[config.mk]
export PLATFORM = sky130hd
export DESIGN_NAME = small_set_table
export DESIGN_NICKNAME = d
export VERILOG_FILES = /design/src/rtl/sst_pkg.sv /design/src/rtl/sst_cell.sv /design/src/rtl/small_set_table.sv
export VERILOG_INCLUDE_DIRS = /design/src /design/src/rtl
export SDC_FILE = /design/constraint.sdc
export NUM_CORES = 1
export LEC_CHECK = 0
export ABC_AREA = 1
export BUFFER_PORTS_ARGS = -buffer_cell sky130_fd_sc_hd__buf_2
export CAP_MARGIN = 20
export CORE_ASPECT_RATIO = 0.6
export CORE_UTILIZATION = 26
export CTS_CLUSTER_SIZE = 24
export DETAILED_ROUTE_END_ITERATION = 8
export GPL_TIMING_DRIVEN = 0
export PLACE_DENSITY = 0.45
export SYNTH_ARGS = -nofsm -noshare
export SYNTH_HDL_FRONTEND = slang
export SYNTH_SLANG_ARGS = --single-unit
[constraint.sdc]
create_clock -name clk_i -period 14 [get_ports clk_i]
set_input_delay 2.1 -clock clk_i [delete_from_list [all_inputs] [get_ports clk_i]]
set_output_delay 2.1 -clock clk_i [all_outputs]
set_load 0.02 [all_outputs]
[src/rtl/small_set_table_assert.svh]
// Assertion macros used by the small set table RTL.
`ifndef SMALL_SET_TABLE_ASSERT_SVH
`define SMALL_SET_TABLE_ASSERT_SVH

// The consequent must hold in the same cycle as the antecedent.
`define SST_ASSERT_SAME(label, ante, cons, msg) \
  label: assert property (@(posedge clk_i) disable iff (!rst_ni) (ante) |-> (cons)) \
    else $error(msg);

// The consequent must hold in the cycle after the antecedent.
`define SST_ASSERT_NEXT(label, ante, cons, msg) \
  label: assert property (@(posedge clk_i) disable iff (!rst_ni) (ante) |=> (cons)) \
    else $error(msg);

`endif

[src/rtl/sst_pkg.sv]
// Shared types and constants of the small set table.
package sst_pkg;

  localparam int SET_CAPACITY_DEF = 16;
  localparam int DATA_W           = 32;
  localparam int COUNT_W          = 5;

  localparam logic [1:0] MODE_CHECK  = 2'd0;
  localparam logic [1:0] MODE_ADD    = 2'd1;
  localparam logic [1:0] MODE_DELETE = 2'd2;

  localparam logic [1:0] ST_DONE    = 2'd0;
  localparam logic [1:0] ST_PRESENT = 2'd1;
  localparam logic [1:0] ST_FULL    = 2'd2;
  localparam logic [1:0] ST_ABSENT  = 2'd3;

  // Commands broadcast from the controller to every cell.
  typedef struct packed {
    logic compare;
    logic add_go;
    logic del_go;
  } sst_cmd_t;

endpackage

[src/rtl/sst_cell.sv]
// One storage cell of the set table: an entry, its match flag and the delete shift link.
module sst_cell #(
  parameter int IDX   = 0,
  parameter int CNT_W = 5
) (
  input  logic                              clk_i,
  input  logic                              rst_ni,
  input  sst_pkg::sst_cmd_t                 cmd_i,
  input  logic signed [sst_pkg::DATA_W-1:0] value_i,
  input  logic [CNT_W-1:0]                  count_i,
  input  logic signed [sst_pkg::DATA_W-1:0] next_entry_i,
  input  logic                              shift_i,
  output logic                              shift_o,
  output logic                              hit_o,
  output logic signed [sst_pkg::DATA_W-1:0] entry_o
);

  logic signed [sst_pkg::DATA_W-1:0] entry_q;
  logic                              hit_q;
  logic                              live;

  assign live    = CNT_W'(IDX) < count_i;
  // A hit here or in any earlier cell makes this cell take over the next cell's entry on a delete.
  assign shift_o = shift_i | hit_q;
  assign hit_o   = hit_q;
  assign entry_o = entry_q;

  always_ff @(posedge clk_i or negedge rst_ni) begin
    if (!rst_ni) begin
      hit_q <= 1'b0;
    end else if (cmd_i.compare) begin
      hit_q <= live && (entry_q == value_i);
    end
  end

  always_ff @(posedge clk_i) begin
    if (cmd_i.add_go && (CNT_W'(IDX) == count_i)) begin
      entry_q <= value_i;
    end else if (cmd_i.del_go && shift_o) begin
      entry_q <= next_entry_i;
    end
  end

endmodule

[src/rtl/small_set_table.sv]
// Small set table: up to SET_CAPACITY distinct values held in a row of compare cells.
// An item accepted at one clock edge is compared in all cells in the next cycle and
// applied in the cycle after; done_o is registered from the update state.
// A new item can be accepted in the update state of the last one; only compare holds busy_o.
// Reset clears the entry count; entry contents are undefined until written.
// done_o is a one-cycle strobe and the receiver cannot stall it.
`include "small_set_table_assert.svh"

module small_set_table #(
  parameter int SET_CAPACITY = sst_pkg::SET_CAPACITY_DEF
) (
  input  logic                               clk_i,
  input  logic                               rst_ni,
  input  logic                               start_i,
  output logic                               busy_o,
  input  logic [1:0]                         mode_i,
  input  logic signed [sst_pkg::DATA_W-1:0]  value_i,
  output logic                               done_o,
  output logic                               found_o,
  output logic [1:0]                         status_o,
  output logic [sst_pkg::COUNT_W-1:0]        count_o
);

  localparam int CNT_W = $clog2(SET_CAPACITY + 1);

  typedef enum logic [1:0] {
    S_IDLE,
    S_CMP,
    S_UPD
  } state_e;

  state_e                            state_q, state_d;
  logic [1:0]                        mode_q;
  logic signed [sst_pkg::DATA_W-1:0] value_q;
  logic [CNT_W-1:0]                  count_q, count_d;
  logic                              done_q, found_q;
  logic [1:0]                        status_q, status_d;

  sst_pkg::sst_cmd_t                 cmd;
  logic [SET_CAPACITY-1:0]           hits;
  logic [SET_CAPACITY:0]             shift;
  logic signed [sst_pkg::DATA_W-1:0] entries [SET_CAPACITY];
  logic                              found;
  logic                              full;
  logic                              accept;

  assign accept = start_i && !busy_o;
  assign found  = |hits;
  assign full   = count_q == CNT_W'(SET_CAPACITY);

  assign cmd.compare = state_q == S_CMP;
  assign cmd.add_go  = (state_q == S_UPD) && (mode_q == sst_pkg::MODE_ADD) && !full && !found;
  assign cmd.del_go  = (state_q == S_UPD) && (mode_q == sst_pkg::MODE_DELETE) && found;

  always_comb begin
    status_d = sst_pkg::ST_DONE;
    count_d  = count_q;
    case (mode_q)
      sst_pkg::MODE_ADD: begin
        if (full) begin
          status_d = sst_pkg::ST_FULL;
        end else if (found) begin
          status_d = sst_pkg::ST_PRESENT;
        end else begin
          count_d = CNT_W'(count_q + 1'b1);
        end
      end
      sst_pkg::MODE_DELETE: begin
        if (!found) begin
          status_d = sst_pkg::ST_ABSENT;
        end else begin
          count_d = CNT_W'(count_q - 1'b1);
        end
      end
      default: begin
        status_d = sst_pkg::ST_DONE;
      end
    endcase
  end

  always_comb begin
    state_d = state_q;
    unique case (state_q)
      S_IDLE:  if (accept) state_d = S_CMP;
      S_CMP:   state_d = S_UPD;
      S_UPD:   state_d = accept ? S_CMP : S_IDLE;
      default: state_d = S_IDLE;
    endcase
  end

  always_ff @(posedge clk_i or negedge rst_ni) begin
    if (!rst_ni) begin
      state_q  <= S_IDLE;
      mode_q   <= sst_pkg::MODE_CHECK;
      value_q  <= '0;
      count_q  <= '0;
      done_q   <= 1'b0;
      found_q  <= 1'b0;
      status_q <= sst_pkg::ST_DONE;
    end else begin
      state_q <= state_d;
      done_q  <= state_q == S_UPD;
      if (accept) begin
        mode_q  <= mode_i;
        value_q <= value_i;
      end
      if (state_q == S_UPD) begin
        count_q  <= count_d;
        found_q  <= found;
        status_q <= status_d;
      end
    end
  end

  assign shift[0] = 1'b0;

  for (genvar i = 0; i < SET_CAPACITY; i++) begin : g_cell
    logic signed [sst_pkg::DATA_W-1:0] next_entry;

    if (i == SET_CAPACITY - 1) begin : g_last
      assign next_entry = entries[i];
    end else begin : g_mid
      assign next_entry = entries[i+1];
    end

    sst_cell #(
      .IDX   (i),
      .CNT_W (CNT_W)
    ) u_cell (
      .clk_i        (clk_i),
      .rst_ni       (rst_ni),
      .cmd_i        (cmd),
      .value_i      (value_q),
      .count_i      (count_q),
      .next_entry_i (next_entry),
      .shift_i      (shift[i]),
      .shift_o      (shift[i+1]),
      .hit_o        (hits[i]),
      .entry_o      (entries[i])
    );
  end

  assign busy_o   = state_q == S_CMP;
  assign done_o   = done_q;
  assign found_o  = found_q;
  assign status_o = status_q;
  assign count_o  = sst_pkg::COUNT_W'(count_q);

  `SST_ASSERT_SAME(a_count_in_range, 1'b1, count_q <= CNT_W'(SET_CAPACITY), "count exceeds capacity")
  `SST_ASSERT_SAME(a_hits_unique, state_q == S_UPD, $onehot0(hits), "value matched in more than one cell")
  `SST_ASSERT_NEXT(a_done_after_update, state_q == S_UPD, done_o, "result strobe missing after update")
  `SST_ASSERT_NEXT(a_add_grows, cmd.add_go, count_q == CNT_W'($past(count_q) + 1'b1), "add did not grow count")
  `SST_ASSERT_NEXT(a_accept_busy, accept, busy_o, "accepted item did not start compare")

endmodule
# Yosys cells after proc, flatten, opt, wreduce, memory -nomap -nowiden
# Index checks and enable logic that the tools add are counted.
[op_classes]
n_addsub = 2
n_lt_le_gt_ge = 16
n_eq_ne = 40
muxes = 41
n_bitwise = 14
reduce_logical = 76
[ops]
columns = ["cell", "count"]
rows = [
  ["$mux W32", 30],
  ["$eq A32 B32 Y1", 16],
  ["$logic_and A1 B1 Y1", 53],
  ["$eq A4 B5 Y1 const A", 8],
  ["$lt A4 B5 Y1 const A", 8],
  ["$reduce_bool A2 Y1", 16],
  ["$eq A3 B5 Y1 const A", 4],
  ["$lt A3 B5 Y1 const A", 4],
  ["$reduce_or A16 Y1", 1],
  ["$mux W5", 3],
  ["$or A1 B1 Y1", 14],
  ["$eq A2 B5 Y1 const A", 2],
  ["$lt A1 B5 Y1 const A", 2],
  ["$lt A2 B5 Y1 const A", 2],
  ["$pmux W5 S2", 1],
  ["$ne A2 B2 Y1 const B", 4],
  ["$mux W2", 3],
  ["$pmux W2 S3", 1],
  ["$add A5 B1 Y5 const B", 1],
  ["$eq A1 B5 Y1 const A", 1],
  ["$eq A5 B5 Y1 const B", 1],
  ["$logic_not A5 Y1", 1],
  ["$reduce_and A5 Y1", 1],
  ["$sub A5 B1 Y5 const B", 1],
  ["other kinds (6)", 11],
]
[totals]
ff_bits = 573
input_bits = 37
word_cells = 228

# Logic depth before layout (Yosys ltp)
[depth]
depth_word = 17
ltp_mapped = 13

# Modules after synthesis
# From an unflattened synthesis, not the netlist that was laid out.
[hier_totals]
hier_cells = 4200
area_unflattened_um2 = 34700.8
[modules_own_cells]
columns = ["mod", "instances", "cells_per_inst", "area_per_inst_um2", "seq_area_each_um2"]
rows = [
  ["sst_cell (g_cell[10].u_cell)", 1, 286, 2185.8, 985.9],
  ["sst_cell (g_cell[12].u_cell)", 1, 272, 2110.8, 985.9],
  ["sst_cell (g_cell[4].u_cell)", 1, 273, 2100.8, 985.9],
  ["sst_cell (g_cell[1].u_cell)", 1, 266, 2094.5, 985.9],
  ["sst_cell (g_cell[3].u_cell)", 1, 264, 2083.2, 985.9],
  ["sst_cell (g_cell[11].u_cell)", 1, 246, 2074.5, 985.9],
  ["sst_cell (g_cell[2].u_cell)", 1, 266, 2049.5, 985.9],
  ["sst_cell (g_cell[6].u_cell)", 1, 248, 2039.5, 985.9],
  ["sst_cell (g_cell[14].u_cell)", 1, 271, 2037.0, 985.9],
  ["sst_cell (g_cell[7].u_cell)", 1, 221, 2028.2, 985.9],
  ["sst_cell (g_cell[13].u_cell)", 1, 229, 2014.4, 985.9],
  ["sst_cell (g_cell[9].u_cell)", 1, 243, 2010.7, 985.9],
  ["sst_cell (g_cell[5].u_cell)", 1, 245, 2001.9, 985.9],
  ["sst_cell (g_cell[15].u_cell)", 1, 238, 1991.9, 985.9],
  ["+3 rows", "n/a", "n/a", "n/a", "n/a"],
]

# Least setup slack after synthesis
# Ideal clock, no wire load.
[synth_timing]
path_kind = "flip-flop to flip-flop"
startpoint = "register count_q[1], in the netlist count_o[1]"
endpoint = "register g_cell[15].u_cell.entry_q, in the netlist g_cell[15].u_cell.entry_o[0] (enable)"
arrival_ns = 4.529
t_required_ns = 13.499
setup_slack_ns = 8.970
path_stages_with_launch = 6
n_path_buf = 0
cell_sequence = "dfrtp_1 clkinv_1 ha_1 nand3_1 nand3_1 nor4_1"
[synth_between]
elab_chain_cells = 5
word_cells_on_any_way = 6
classes_between = "eq/ne: 2; reduce/logical: 4"
[synth_rtl]
columns = ["item", "line_no", "text"]
rows = [
  ["from (decl)", "small_set_table.sv:35", "logic [CNT_W-1:0] count_q, count_d;"],
  ["from (signal assigned)", "small_set_table.sv:108", "count_q <= count_d;"],
  ["$eq A5 B5 Y1", "small_set_table.sv:49", "assign full = count_q == CNT_W'(SET_CAPACITY);"],
  ["$logic_not A1 Y1", "small_set_table.sv:52", "assign cmd.add_go = (state_q == S_UPD) && (mode_q == sst_pkg::MODE_ADD) && !full && !found;"],
  ["$logic_and A1 B1 Y1 (2 in series)", "small_set_table.sv:52", ""],
  ["$logic_and A1 B1 Y1 *", "sst_cell.sv:37", "if (cmd_i.add_go && (CNT_W'(IDX) == count_i)) begin"],
  ["to (signal assigned)", "sst_cell.sv:38", "entry_q <= value_i;"],
  ["to (signal assigned)", "sst_cell.sv:40", "entry_q <= next_entry_i;"],
  ["to (decl)", "sst_cell.sv:18", "logic signed [sst_pkg::DATA_W-1:0] entry_q;"],
]
# Every way passes the cells marked *; elsewhere a longest branch is shown, timed or not.
# A chain may end at the register's enable or synchronous reset.

# Worst setup path after layout
[layout_timing]
startpoint = "register g_cell[4].u_cell.hit_q"
endpoint = "register g_cell[10].u_cell.entry_q, in the netlist g_cell[10].u_cell.entry_o[9] (enable)"
[layout_between]
elab_chain_cells = 9
word_cells_on_any_way = 14
classes_between = "bitwise: 7; reduce/logical: 7"
[layout_rtl]
columns = ["item", "line_no", "text"]
rows = [
  ["from (decl)", "sst_cell.sv:19", "logic hit_q;"],
  ["from (signal assigned)", "sst_cell.sv:32", "hit_q <= live && (entry_q == value_i);"],
  ["$or A1 B1 Y1 (7 in series)", "sst_cell.sv:24", "assign shift_o = shift_i | hit_q;"],
  ["$logic_and A1 B1 Y1", "sst_cell.sv:39", "end else if (cmd_i.del_go && shift_o) begin"],
  ["$reduce_bool A2 Y1 (no line) *", "n/a", ""],
  ["to (signal assigned)", "sst_cell.sv:38", ""],
  ["to (signal assigned)", "sst_cell.sv:40", ""],
  ["to (decl)", "sst_cell.sv:18", ""],
]
# Marks and branches as above.

==> metrics <==
complex-gate fraction of the synthesized area=8.98%; number of setup violations in the final report=0; Cell variety after synth=36; maximum fanout encountered on the critical timing path=10; width of the chip=453 µm; number of antenna violations at the first check in global routing=8; path class of the lowest-slack min-delay path=flip-flop to flip-flop; first-pass GRT wire length=208000 µm; number of storage elements in the synthesis netlist=573; beginning of the worst register-to-register path=g_cell[4].u_cell.hit_o$_DFFE_PN0P_; fmax=231 MHz; top library cells by usage in the layout, fill and taps aside=1436 x sky130_fd_sc_hd__nand2_1, 512 x sky130_fd_sc_hd__edfxtp_1, 375 x sky130_fd_sc_hd__o21ai_0, 353 x sky130_fd_sc_hd__inv_1, 268 x sky130_fd_sc_hd__nor2_1; clock buffer depth=3; depth of the worst register-to-register path=11; setup fix buffers added after clock tree synthesis=0; final weighted congestion of routability-driven global placement=0.973; H-tree Lvls=2; arrival time at the worst endpoint=4.74 ns; logic gate share of total power=40.1%; net switching power=2.77 mW; CTS Root Cell=sky130_fd_sc_hd__clkbuf_16; Warnings, synthesis=0; cell row count=98; First-pass DRT Iterations=6; number of antenna-violating nets in the routed design=0; main combinational cell family by area after synthesis=simple AND/OR/NAND/NOR gates; source-to-sink clock delay at the later pin of the worst-skew pair=0.69 ns; worst hold slack after final layout=0.445 ns; CP startpoint kind=flip-flop; net count of the finished layout=4058; startpoint of the lowest-slack hold path=value_q[26]$_DFFE_PN0P_; filler cell count in the final layout=12805; final-report max-slew violation count=0; fraction of the yosys area taken by sequential cells=53.2%; die area=124000 µm²; post-synth net total=3907; number of hold-repair buffers added at the cts stage=0; Pwr per Cell Area=168 nW/µm²; Post-Synth XOR/XNOR Area=6.26%; required time of the critical path=14.42 ns; Core Footprint=120000 µm²; pin count of the biggest net entering global routing=55; setup repair after global routing missed its margin=no; DRC violations left=0; vertical die dimension=273 µm; mux share of post-synthesis cell area=0%; 1st-iter DRT viols=4077; worst vdd rail ir drop=102 µV; drt via density=5.03; share of post-route cells with drive strength above 1=8.00%; # clock sinks=573; worst-margin pin slew=1.32 ns; cell-internal power=3.43 mW; worst-case hold path end point=g_cell[15].u_cell.entry_o[26]$_DFFE_PP_; DR WL/cell=27.2 µm; leakage component of the power=15.7 nW; setup_tns=0 ns; total of max-cap violations=0; simple-gate share of the synthesized area=23.3%; min cycle time layout=4.32 ns; outcome=finished clean; input/output buffers=46; utilization after layout=30.7%; number of standard cells after synthesis=3863; part of the total power dissipated in sequential elements=32.0%; total congestion overflow after global routing=0; vias in the first global route=25607; Final Hold Fails=0; Post-DP HPWL=122000 µm; synthesized-area fraction occupied by adder cells=0.276%; minimum setup slack among reg-to-reg paths=9.68 ns; most common cell after layout, fill and taps aside=sky130_fd_sc_hd__nand2_1; layout-stage area growth over the synthesis result=16.0%; Clock Pin Slew Worst Setup and Hold Paths=0.07 ns; Total Routed Length=154000 µm; clock tree from TritonCTS=built; destination of the worst register-to-register timing path=g_cell[10].u_cell.entry_o[9]$_DFFE_PP_; synthesized area per cell=8.22 µm²; total clock buffers created by CTS=56; area of the mapped netlist=31800 µm²; total via count after detailed routing=28527; Slew HR=12.1%; Setup CP Type=flip-flop to flip-flop; initial core utilization=26.4%; I/O pin cnt=47; share of power burned in the clock network=27.9%; all-layer global routing usage=24.4%; Worst Hold Depth=0; share of the clock period used by the worst path after layout=30.9%; fraction of power spent switching nets=44.7%; setup clock skew after layout=0.0424 ns; Worst Setup End Kind=flip-flop; total of cells resized after clock tree synthesis=0
## through the flow
stage                     setup WS, ns  total power, mW  area, µm²  std cells
after floorplan                   8.97             3.08      31800       3863
after global placement            6.16             4.26      34000       5509
after detailed placement          9.89             4.33      34800       5550
after CTS                         9.89             6.03      36700       5655
after global routing              9.64             6.32      36800       5661
final                             9.68             6.20      36900       5667
## layout make-up
type / count / area, µm² / share of cell area (%)
Tap cell: 1600 / 2000 / 5.43
Sequential cell: 573 / 16900 / 45.9
Timing Repair Buffer: 93 / 992 / 2.69
Clock inverter: 23 / 244 / 0.662
Multi-Input combinational cell: 2678 / 12400 / 33.7
Inverter: 362 / 1360 / 3.69
Antenna cell: 6 / 15.0 / 0.0407
Buffer: 250 / 1180 / 3.19
Clock buffer: 82 / 1740 / 4.72
## worst max-delay path by stage
stage	from	end	slack [ns]
2_1_floorplan	count_o[1]$_DFFE_PN0P_	g_cell[15].u_cell.entry_o[0]$_DFFE_PP_	8.97
3_3_place_gp	count_o[1]$_DFFE_PN0P_	g_cell[15].u_cell.entry_o[11]$_DFFE_PP_	6.16
3_5_place_dp	g_cell[0].u_cell.hit_o$_DFFE_PN0P_	g_cell[10].u_cell.entry_o[7]$_DFFE_PP_	9.89
4_1_cts	g_cell[0].u_cell.hit_o$_DFFE_PN0P_	g_cell[10].u_cell.entry_o[8]$_DFFE_PP_	9.89
5_1_grt	count_o[1]$_DFFE_PN0P_	g_cell[10].u_cell.entry_o[9]$_DFFE_PP_	9.64
6_report	g_cell[4].u_cell.hit_o$_DFFE_PN0P_	g_cell[10].u_cell.entry_o[9]$_DFFE_PP_	9.68
## synthesized netlist by cell type
master	n	share of area (%)
sky130_fd_sc_hd__clkbuf_2	2	0.032
sky130_fd_sc_hd__clkinv_1	7	0.083
sky130_fd_sc_hd__nor3_1	15	0.24
sky130_fd_sc_hd__nand2_2	6	0.12
sky130_fd_sc_hd__o22ai_1	12	0.24
sky130_fd_sc_hd__nand4_1	39	0.77
sky130_fd_sc_hd__xnor2_1	186	5.1
sky130_fd_sc_hd__clkbuf_1	134	1.6
sky130_fd_sc_hd__ha_1	7	0.28
sky130_fd_sc_hd__buf_4	1	0.024
sky130_fd_sc_hd__a22o_1	1	0.028
sky130_fd_sc_hd__nor2_4	2	0.071
sky130_fd_sc_hd__o21ai_1	120	1.9
sky130_fd_sc_hd__edfxtp_1	512	48
sky130_fd_sc_hd__buf_2	77	1.2
sky130_fd_sc_hd__o2111ai_1	5	0.14
sky130_fd_sc_hd__o221ai_1	2	0.055
sky130_fd_sc_hd__or2_2	17	0.33
sky130_fd_sc_hd__o21bai_1	1	0.024
sky130_fd_sc_hd__a21oi_1	37	0.58
sky130_fd_sc_hd__nor4_1	2	0.039
sky130_fd_sc_hd__nor2_2	2	0.039
sky130_fd_sc_hd__nand3b_1	4	0.095
sky130_fd_sc_hd__buf_6	18	0.64
sky130_fd_sc_hd__inv_1	353	4.2
sky130_fd_sc_hd__o21ai_0	381	6.0
sky130_fd_sc_hd__nor4_2	1	0.039
sky130_fd_sc_hd__nand2_1	1442	17
sky130_fd_sc_hd__inv_2	2	0.024
sky130_fd_sc_hd__dfrtp_1	61	4.8
sky130_fd_sc_hd__xor2_1	41	1.1
sky130_fd_sc_hd__nand3_1	84	1.3
sky130_fd_sc_hd__buf_1	18	0.21
sky130_fd_sc_hd__nand4_2	1	0.039
sky130_fd_sc_hd__o211ai_1	1	0.024
sky130_fd_sc_hd__nor2_1	269	3.2
## per-layer routing
layer	up-vias	share of wire, %	GRT usage, %
li1	12716	-	-
met1	13872	48	39.6
met2	1796	35	29.3
met3	141	15	9.32
met4	2	1.7	4.20
met5	-	0.040	0.343
## power groups by stage
stage               registers (mW)  clock network (mW)  logic, mW
finish                        1.99                1.73       2.49
floorplan                     2.01                   0       1.08
CTS                           1.98                1.73       2.32
detailed placement            2.02                   0       2.31
global route                  1.99                1.79       2.54
global placement              2.02                   0       2.24
## registers in the layout (all words and copies together) (netlist names)
signal	count
count_o	5
done_o	1
found_o	1
g_cell.u_cell.entry_o	512
g_cell.u_cell.hit_o	16
mode_q	2
state_q	2
status_o	2
value_q	32
## cells by family (layout without fill, tap and decap cells)
group	Yosys count	count (layout)
compound gates	560	560
xor+xnor	227	227
fa+ha+maj	7	7
buf+inv	612	810
flops	573	573
other cells	0	6
simple gates	1884	1884
## critical path, stage by stage (launching register included)
cell and delay (ns):
sky130_fd_sc_hd__dfrtp_1 0.45, sky130_fd_sc_hd__nor2_1 0.39, sky130_fd_sc_hd__nand2_1 0.18, sky130_fd_sc_hd__nor2_4 0.29, sky130_fd_sc_hd__nand2_2 0.17, sky130_fd_sc_hd__nand3_1 0.62
sky130_fd_sc_hd__inv_1 0.55, sky130_fd_sc_hd__nand2_1 0.32, sky130_fd_sc_hd__o211ai_1 0.36, sky130_fd_sc_hd__buf_4 0.32, sky130_fd_sc_hd__buf_4 0.19, sky130_fd_sc_hd__buf_4 0.19
No activity file was read; power rests on OpenSTA's default activity.
